===== src/rtl/long_press_blink_controller_unit_macros.svh =====
// Assertion macros used by the long-press blink controller core.
`ifndef LONG_PRESS_BLINK_CONTROLLER_UNIT_MACROS_SVH
`define LONG_PRESS_BLINK_CONTROLLER_UNIT_MACROS_SVH

// Same-cycle implication, checked outside reset.
`define LPBC_ASSERT_NOW(label, ante, cons) \
  label: assert property (@(posedge clk) disable iff (!rst_n) (ante) |-> (cons)) \
    else $error("lpbc assertion failed");

// Next-cycle implication, checked outside reset.
`define LPBC_ASSERT_NEXT(label, ante, cons) \
  label: assert property (@(posedge clk) disable iff (!rst_n) (ante) |=> (cons)) \
    else $error("lpbc assertion failed");

`endif


===== src/rtl/lpbc_pkg.sv =====
// Types, constants and helper functions of the long-press blink controller.
package lpbc_pkg;

  localparam int TIMER_BITS = 16;
  localparam int CFG_W      = 16;
  localparam int CFG_IDX_W  = 2;
  localparam int MODE_W     = 3;
  localparam int CMP_W      = (TIMER_BITS > CFG_W) ? TIMER_BITS : CFG_W;

  localparam logic [TIMER_BITS-1:0] TIMER_MAX = {TIMER_BITS{1'b1}};

  // Register indexes
  localparam logic [CFG_IDX_W-1:0] REG_LONG_PRESS   = 2'd0;
  localparam logic [CFG_IDX_W-1:0] REG_BLINK_LENGTH = 2'd1;
  localparam logic [CFG_IDX_W-1:0] REG_HALF_PERIOD  = 2'd2;

  // Register reset values
  localparam logic [CFG_W-1:0] LONG_PRESS_RST   = 16'd50;
  localparam logic [CFG_W-1:0] BLINK_LENGTH_RST = 16'd1000;
  localparam logic [CFG_W-1:0] HALF_PERIOD_RST  = 16'd10;

  // Mode codes on the result channel
  localparam logic [MODE_W-1:0] MODE_IDLE           = 3'd0;
  localparam logic [MODE_W-1:0] MODE_PRESSING       = 3'd1;
  localparam logic [MODE_W-1:0] MODE_BLINK_HELD     = 3'd2;
  localparam logic [MODE_W-1:0] MODE_BLINKING       = 3'd3;
  localparam logic [MODE_W-1:0] MODE_CANCEL_PRESS   = 3'd4;
  localparam logic [MODE_W-1:0] MODE_CANCEL_WAIT    = 3'd5;

  typedef enum logic [5:0] {
    ST_IDLE         = 6'b000001,
    ST_PRESSING     = 6'b000010,
    ST_BLINK_HELD   = 6'b000100,
    ST_BLINKING     = 6'b001000,
    ST_CANCEL_PRESS = 6'b010000,
    ST_CANCEL_WAIT  = 6'b100000
  } lpbc_state_t;

  typedef struct packed {
    logic [CFG_W-1:0] long_press;
    logic [CFG_W-1:0] blink_length;
    logic [CFG_W-1:0] half_period;
  } lpbc_cfg_t;

  // Increment a tick counter, holding at full scale
  function automatic logic [TIMER_BITS-1:0] bump(input logic [TIMER_BITS-1:0] t);
    return (t == TIMER_MAX) ? t : t + 1'b1;
  endfunction

  // True once a counter has reached its limit
  function automatic logic reached(input logic [TIMER_BITS-1:0] t,
                                   input logic [CFG_W-1:0] lim);
    return CMP_W'(t) >= CMP_W'(lim);
  endfunction

  // Map a state to its external mode code
  function automatic logic [MODE_W-1:0] mode_of(input lpbc_state_t st);
    logic [MODE_W-1:0] m;
    unique case (st)
      ST_PRESSING:     m = MODE_PRESSING;
      ST_BLINK_HELD:   m = MODE_BLINK_HELD;
      ST_BLINKING:     m = MODE_BLINKING;
      ST_CANCEL_PRESS: m = MODE_CANCEL_PRESS;
      ST_CANCEL_WAIT:  m = MODE_CANCEL_WAIT;
      default:         m = MODE_IDLE;
    endcase
    return m;
  endfunction

endpackage


===== src/rtl/lpbc_cfg_regs.sv =====
// Configuration register file of the long-press blink controller.
module lpbc_cfg_regs import lpbc_pkg::*; (
  input  logic                 clk,
  input  logic                 rst_n,
  input  logic                 cfg_valid,
  output logic                 cfg_ready,
  input  logic [CFG_IDX_W-1:0] cfg_index,
  input  logic [CFG_W-1:0]     cfg_data,
  output lpbc_cfg_t            cfg
);

  lpbc_cfg_t cfg_r;
  lpbc_cfg_t cfg_nxt;

  assign cfg_ready = 1'b1;
  assign cfg       = cfg_r;

  // Decode the write; an index past the list is dropped
  always_comb begin
    cfg_nxt = cfg_r;
    if (cfg_valid) begin
      unique case (cfg_index)
        REG_LONG_PRESS:   cfg_nxt.long_press   = cfg_data;
        REG_BLINK_LENGTH: cfg_nxt.blink_length = cfg_data;
        REG_HALF_PERIOD:  cfg_nxt.half_period  = cfg_data;
        default:          cfg_nxt = cfg_r;
      endcase
    end
  end

  always_ff @(posedge clk) begin
    if (!rst_n) begin
      cfg_r.long_press   <= LONG_PRESS_RST;
      cfg_r.blink_length <= BLINK_LENGTH_RST;
      cfg_r.half_period  <= HALF_PERIOD_RST;
    end else begin
      cfg_r <= cfg_nxt;
    end
  end

endmodule


===== src/rtl/lpbc_core.sv =====
// Press-timing state machine, tick counters and LED level.
`include "long_press_blink_controller_unit_macros.svh"

module lpbc_core import lpbc_pkg::*; (
  input  logic              clk,
  input  logic              rst_n,
  input  logic              step,
  input  logic              button,
  input  lpbc_cfg_t         cfg,
  output logic              led_nxt,
  output logic [MODE_W-1:0] mode_nxt
);

  lpbc_state_t           state_r, state_nxt;
  logic [TIMER_BITS-1:0] press_timer_r, press_timer_nxt;
  logic [TIMER_BITS-1:0] blink_timer_r, blink_timer_nxt;
  logic [TIMER_BITS-1:0] toggle_timer_r, toggle_timer_nxt;
  logic                  led_r, led_tick;

  logic [TIMER_BITS-1:0] press_b, blink_b, toggle_b;
  logic                  toggle_due;

  assign press_b    = bump(press_timer_r);
  assign blink_b    = bump(blink_timer_r);
  assign toggle_b   = bump(toggle_timer_r);
  assign toggle_due = reached(toggle_b, cfg.half_period);

  // Work out the state after one tick
  always_comb begin
    state_nxt        = state_r;
    press_timer_nxt  = press_b;
    blink_timer_nxt  = blink_b;
    toggle_timer_nxt = toggle_b;
    led_tick         = led_r;
    unique case (state_r)
      ST_PRESSING: begin
        if (!button) begin
          state_nxt = ST_IDLE;
        end else if (reached(press_b, cfg.long_press)) begin
          state_nxt        = ST_BLINK_HELD;
          blink_timer_nxt  = '0;
          toggle_timer_nxt = '0;
          led_tick         = 1'b1;
        end
      end
      ST_BLINK_HELD: begin
        if (reached(blink_b, cfg.blink_length)) begin
          state_nxt = ST_IDLE;
          led_tick  = 1'b0;
        end else if (!button) begin
          state_nxt = ST_BLINKING;
        end else if (toggle_due) begin
          led_tick         = ~led_r;
          toggle_timer_nxt = '0;
        end
      end
      ST_BLINKING: begin
        if (button) begin
          state_nxt       = ST_CANCEL_PRESS;
          press_timer_nxt = '0;
        end else if (reached(blink_b, cfg.blink_length)) begin
          state_nxt = ST_IDLE;
          led_tick  = 1'b0;
        end else if (toggle_due) begin
          led_tick         = ~led_r;
          toggle_timer_nxt = '0;
        end
      end
      ST_CANCEL_PRESS: begin
        // blink length is not checked while the cancel press is timed
        if (!button) begin
          state_nxt = ST_BLINKING;
        end else if (reached(press_b, cfg.long_press)) begin
          state_nxt = ST_CANCEL_WAIT;
        end else if (toggle_due) begin
          led_tick         = ~led_r;
          toggle_timer_nxt = '0;
        end
      end
      ST_CANCEL_WAIT: begin
        // LED stays frozen until release
        if (!button) begin
          state_nxt = ST_IDLE;
          led_tick  = 1'b0;
        end
      end
      default: begin
        state_nxt = ST_IDLE;
        if (button) begin
          state_nxt       = ST_PRESSING;
          press_timer_nxt = '0;
        end
      end
    endcase
  end

  assign led_nxt  = led_tick;
  assign mode_nxt = mode_of(state_nxt);

  // Commit the tick when an item is processed
  always_ff @(posedge clk) begin
    if (!rst_n) begin
      state_r        <= ST_IDLE;
      press_timer_r  <= '0;
      blink_timer_r  <= '0;
      toggle_timer_r <= '0;
      led_r          <= 1'b0;
    end else if (step) begin
      state_r        <= state_nxt;
      press_timer_r  <= press_timer_nxt;
      blink_timer_r  <= blink_timer_nxt;
      toggle_timer_r <= toggle_timer_nxt;
      led_r          <= led_tick;
    end
  end

  `LPBC_ASSERT_NOW(a_idle_led_off, state_r == ST_IDLE, !led_r)
  `LPBC_ASSERT_NEXT(a_cancel_wait_frozen,
                    step && state_r == ST_CANCEL_WAIT && button,
                    led_r == $past(led_r) && state_r == ST_CANCEL_WAIT)
  `LPBC_ASSERT_NEXT(a_blink_start,
                    step && state_r == ST_PRESSING && state_nxt == ST_BLINK_HELD,
                    led_r && blink_timer_r == '0 && toggle_timer_r == '0)

endmodule


===== src/rtl/long_press_blink_controller_unit.sv =====
// Top level of the long-press blink controller: channel registers and submodules.
//
// One button sample enters per item and exactly one result leaves for it,
// carrying the LED level and mode after that tick. The block accepts one item
// every clock cycle while in_stall is low. An accepted item waits in the input
// register, where the counter compare-and-increment and the state decision
// are done, and its result is then written into the result register when
// no finished result is held back there. A stalled result holds while the
// input register can still take one more item. Configuration writes are
// always ready and take effect on the next tick processed.
module long_press_blink_controller_unit import lpbc_pkg::*; (
  input  logic                 clk,
  input  logic                 rst_n,
  input  logic                 in_valid,
  output logic                 in_stall,
  input  logic                 in_button,
  output logic                 out_valid,
  input  logic                 out_stall,
  output logic                 out_led,
  output logic [MODE_W-1:0]    out_mode,
  input  logic                 cfg_valid,
  output logic                 cfg_ready,
  input  logic [CFG_IDX_W-1:0] cfg_index,
  input  logic [CFG_W-1:0]     cfg_data
);

  lpbc_cfg_t         cfg;
  logic              s1_valid_r, s1_button_r;
  logic              out_valid_r, out_led_r;
  logic [MODE_W-1:0] out_mode_r;
  logic              advance, step, led_nxt;
  logic [MODE_W-1:0] mode_nxt;

  lpbc_cfg_regs u_cfg (
    .clk       (clk),
    .rst_n     (rst_n),
    .cfg_valid (cfg_valid),
    .cfg_ready (cfg_ready),
    .cfg_index (cfg_index),
    .cfg_data  (cfg_data),
    .cfg       (cfg)
  );

  lpbc_core u_core (
    .clk      (clk),
    .rst_n    (rst_n),
    .step     (step),
    .button   (s1_button_r),
    .cfg      (cfg),
    .led_nxt  (led_nxt),
    .mode_nxt (mode_nxt)
  );

  // Move forward unless a finished result is held back
  assign advance  = !(out_valid_r && out_stall);
  assign step     = s1_valid_r && advance;
  assign in_stall = s1_valid_r && !advance;

  // Input register
  always_ff @(posedge clk) begin
    if (!rst_n) begin
      s1_valid_r <= 1'b0;
    end else if (!in_stall) begin
      s1_valid_r <= in_valid;
    end
  end

  always_ff @(posedge clk) begin
    if (!in_stall) begin
      s1_button_r <= in_button;
    end
  end

  // Result register
  always_ff @(posedge clk) begin
    if (!rst_n) begin
      out_valid_r <= 1'b0;
    end else if (advance) begin
      out_valid_r <= s1_valid_r;
    end
  end

  always_ff @(posedge clk) begin
    if (step) begin
      out_led_r  <= led_nxt;
      out_mode_r <= mode_nxt;
    end
  end

  assign out_valid = out_valid_r;
  assign out_led   = out_led_r;
  assign out_mode  = out_mode_r;

endmodule

===== config.mk =====
export PLATFORM = sky130hd
export DESIGN_NAME = long_press_blink_controller_unit
export DESIGN_NICKNAME = d
export VERILOG_FILES = /design/src/rtl/lpbc_pkg.sv /design/src/rtl/lpbc_cfg_regs.sv /design/src/rtl/lpbc_core.sv /design/src/rtl/long_press_blink_controller_unit.sv
export VERILOG_INCLUDE_DIRS = /design/src /design/src/rtl
export SDC_FILE = /design/constraint.sdc
export NUM_CORES = 1
export LEC_CHECK = 0
export CAP_MARGIN = 20
export CORE_MARGIN = 3
export CORE_UTILIZATION = 41
export DETAILED_ROUTE_END_ITERATION = 10
export DONT_BUFFER_PORTS = 1
export PLACE_DENSITY = 0.55
export SLEW_MARGIN = 20
export SYNTH_ARGS = -nofsm -noshare
export SYNTH_HDL_FRONTEND = slang
export SYNTH_SLANG_ARGS = --single-unit
export TNS_END_PERCENT = 30

===== constraint.sdc =====
create_clock -name clk -period 8.5 [get_ports clk]
set_input_delay 0.85 -clock clk [delete_from_list [all_inputs] [get_ports clk]]
set_output_delay 0.85 -clock clk [all_outputs]
set_load 0.1 [all_outputs]

==> flow_metrics.env <==
export IMPL_status="finished, final reports clean"
export IMPL_rr_endpoint="u_core.toggle_timer_r[3]"
export IMPL_grt_pass1_vias=5434
export IMPL_hold_class="flip-flop to flip-flop"
export IMPL_rr_worst_depth=14
export IMPL_wl_met3_um=701
export IMPL_synth_area_um2=6640
export IMPL_worst_slew_pin_slew_ns=1.02
export IMPL_grt_max_degree=70
export IMPL_routed_wl_um=16900
export IMPL_grt_pass1_wl_um=27700
export IMPL_drtIter0Drc=485
export IMPL_utilization=0.456
export IMPL_viasPerCell=5.60
export IMPL_clock_latency_ns=0.36
export IMPL_final_common_cell="nand2_1"
export IMPL_cp_max_fo=13
export IMPL_cts_hold_buf=0
export IMPL_tritoncts="done"
export IMPL_worst_setup_path_start_kind="flip-flop"
export IMPL_min_delay_path_depth=2
export IMPL_first_pass_iters=5
export IMPL_regArea_um2=2250
export IMPL_synth_top_family_by_area="simple AND/OR/NAND/NOR gates"
export IMPL_fmax_mhz=212
export IMPL_synth_edf_count=5
export IMPL_crit_arrival_ns=5.02
export IMPL_setup_ws_ns=3.78
export IMPL_die_y_um=133
export IMPL_start_util=0.427
export IMPL_synth_cell_type_count=71
export IMPL_hp_start="u_cfg.cfg[9]"
export IMPL_vias=5829
export IMPL_antenna_found_initial=1
export IMPL_ir_worst_vdd_mv=0.0959
export IMPL_grt_use_total=0.191
export IMPL_cts_sinks=110
export IMPL_worstPathRequired_ns=8.80
export IMPL_synth_xor_area_frac=0.0422
export IMPL_h_tree_depth=3
export IMPL_layout_common_cells="139 x nand2_1, 105 x dfxtp_1, 77 x a21oi_1"
export IMPL_ys_async_sr_fraction=0
export IMPL_synth_simple_gate_area_frac=0.237
export IMPL_fin_crit_sh=0.556
export IMPL_drive_gt1_frac=0.0531
export IMPL_min_to="u_cfg.cfg[9]"
export IMPL_clk_pin_slew_worst_paths_ns=0.07
export IMPL_fin_tns_setup_ns=0
export IMPL_top_layer_used="met4"
export IMPL_place_detailed_hpwl_um=12700
export IMPL_hold_viol=0
export IMPL_finClkSkew_ns=0.00873
export IMPL_fill_cells=1607
export IMPL_place_ws_ns=3.80
export IMPL_postSynthCellCount=848
export IMPL_grt_ovfl_total=0
export IMPL_cts_resized=0
export IMPL_syn_to_final_growth_pct=6.59
export IMPL_yosysSeqAreaShare=0.339
export IMPL_critPathKind="flip-flop to flip-flop"
export IMPL_muxShareOfSynthArea=0.0160
export IMPL_setup_viol=0
export IMPL_nets=899
export IMPL_route_detailed_drc=0
export IMPL_core_area_um2=15500
export IMPL_synthAdderAreaFrac=0.0961
export IMPL_n_antenna_cell=0
export IMPL_synth_top_area_cell="dfxtp_1"
export IMPL_slew_headroom=0.322
export IMPL_die_width_um=133
export IMPL_syn_nets=923
export IMPL_postRouteAntennaNets=0
export IMPL_routedWlPerCell_um=16.2
export IMPL_top_level_ports=31
export IMPL_die_area_um2=17800
export IMPL_ys_ff_latch=110
export IMPL_ys_top_cells_by_area="dfxtp_1 32%, ha_1 9.6%, nand2_1 7.9%"
export IMPL_regToRegStartpoint="u_core.press_timer_r[3]"
export IMPL_numPortBuffers=0
export IMPL_wl_met1_um=7760
export IMPL_end_kind="flip-flop"
export IMPL_cellLeakagePower_nw=2.85
export IMPL_dr_wl_met2_um=8100
export IMPL_cts_buffer_depth=2
export IMPL_timing_max_cap_violations=0
export IMPL_clockRootBuffer="clkbuf_16"
export IMPL_maxSlewViolCount=0
export IMPL_power_density_nw_per_um2=150
export IMPL_ys_warn_count=0
export IMPL_synth_main_ff_cell="dfxtp_1"
export IMPL_min_period_ns=4.72
export IMPL_cts_setup_buffers=0
export IMPL_rsz0062_at_grt="no"
export IMPL_rows=45
export IMPL_multi_input_area_um2=3990
export IMPL_avgSynthCellArea_um2=7.83
export IMPL_r2r_setup_slack_ns=3.78
export IMPL_cts_buffers=9
export IMPL_synth_compound_area_frac=0.206
export IMPL_gp_congestion=0.883
export IMPL_netlist_area_leader_share=0.316
[cell usage after synthesis, drive strengths merged (3+ instances only)]
library cell	count
nand2	139
dfxtp	105
a21oi	77
nor2	71
inv	63
ha	51
o21ai	35
clkbuf	27
nand3	27
xnor2	24
a31oi	19
o211ai	18
a22oi	15
nand4	14
nor3	14
buf	12
a22o	10
xor2	8
and3	7
and4	7
nor4	7
or3	7
a211oi	6
nand3b	6
o21a	6
a21o	5
and2	5
edfxtp	5
mux2	5
mux2i	5
nor2b	5
nand2b	4
nor3b	3
or2	3
[cells by family after synthesis]
logic type	Yosys count
buf+inv	104
mux	10
other cells	1
fa+ha+maj	51
compound gates	215
flops	110
xor+xnor	32
simple gates	325
[where the power goes]
group | internal, mW | switching (mW)
registers | 0.531 | 0.0168
clock network | 0.233 | 0.197
logic | 0.0261 | 0.0540
total | 0.790 | 0.268
[worst max-delay path by stage]
| stage | start | to | slack, ns | depth (start not counted) |
|---|---|---|---|---|
| final | u_core.press_timer_r[3] | u_core.toggle_timer_r[3] | 3.78 | 14 |
| after global routing | u_core.press_timer_r[3] | u_core.toggle_timer_r[3] | 3.43 | 14 |
| after CTS | u_core.press_timer_r[3] | u_core.toggle_timer_r[3] | 3.76 | 14 |
| after detailed placement | u_core.press_timer_r[3] | u_core.toggle_timer_r[3] | 3.80 | 14 |
| after global placement | u_core.press_timer_r[3] | u_core.toggle_timer_r[6] | 3.95 | 14 |
| after floorplan | u_core.press_timer_r[3] | u_core.toggle_timer_r[3] | 4.91 | 18 |
[through the flow]
step           power [mW]  hold slack, ns  area [um2]  std cells
2_1_floorplan       0.620           0.436        6640        848
3_3_place_gp        0.637           0.446        6770       1024
3_5_place_dp        0.640           0.448        6770       1024
4_1_cts              1.07           0.458        7070       1040
5_1_grt              1.10           0.478        7080       1040
6_report             1.06           0.455        7080       1040
[sequential cells by signal (all words and copies together) (netlist names)]
signal	flops
out_led	1
out_mode	3
out_valid	1
s1_button_r	1
s1_valid_r	1
u_cfg.cfg	48
u_core.blink_timer_r	16
u_core.led_r	1
u_core.press_timer_r	16
u_core.state_r	6
u_core.toggle_timer_r	16
[critical path, cell delays in order, from the launching register on]
cell and delay, ns:
dfxtp_1 0.48, and4_4 0.31, nand4_4 0.17, or4_1 0.69, nand2b_2 0.25, nor2_2 0.07, xor2_1 0.14, ha_1 0.29
a21oi_1 0.17, o21ai_0 0.11, a21oi_1 0.41, a31oi_1 0.21, a311oi_2 0.72, and2_1 0.44, a22o_1 0.19
[layout make-up]
type / count / area share
Multi-Input combinational cell: 634 / 0.563
Sequential cell: 110 / 0.318
Clock buffer: 12 / 0.0392
Tap cell: 211 / 0.0373
Inverter: 65 / 0.0345
Timing Repair Buffer: 4 / 0.00424
Clock inverter: 4 / 0.00371
[metal layers]
layer / track usage / vias to the layer above
met3: 0.0412 / 28
li1: - / 2947
met1: 0.247 / 2738
met5: 0 / -
met4: 0.0554 / 0
met2: 0.322 / 116
No activity file was read; power rests on OpenSTA's default activity.
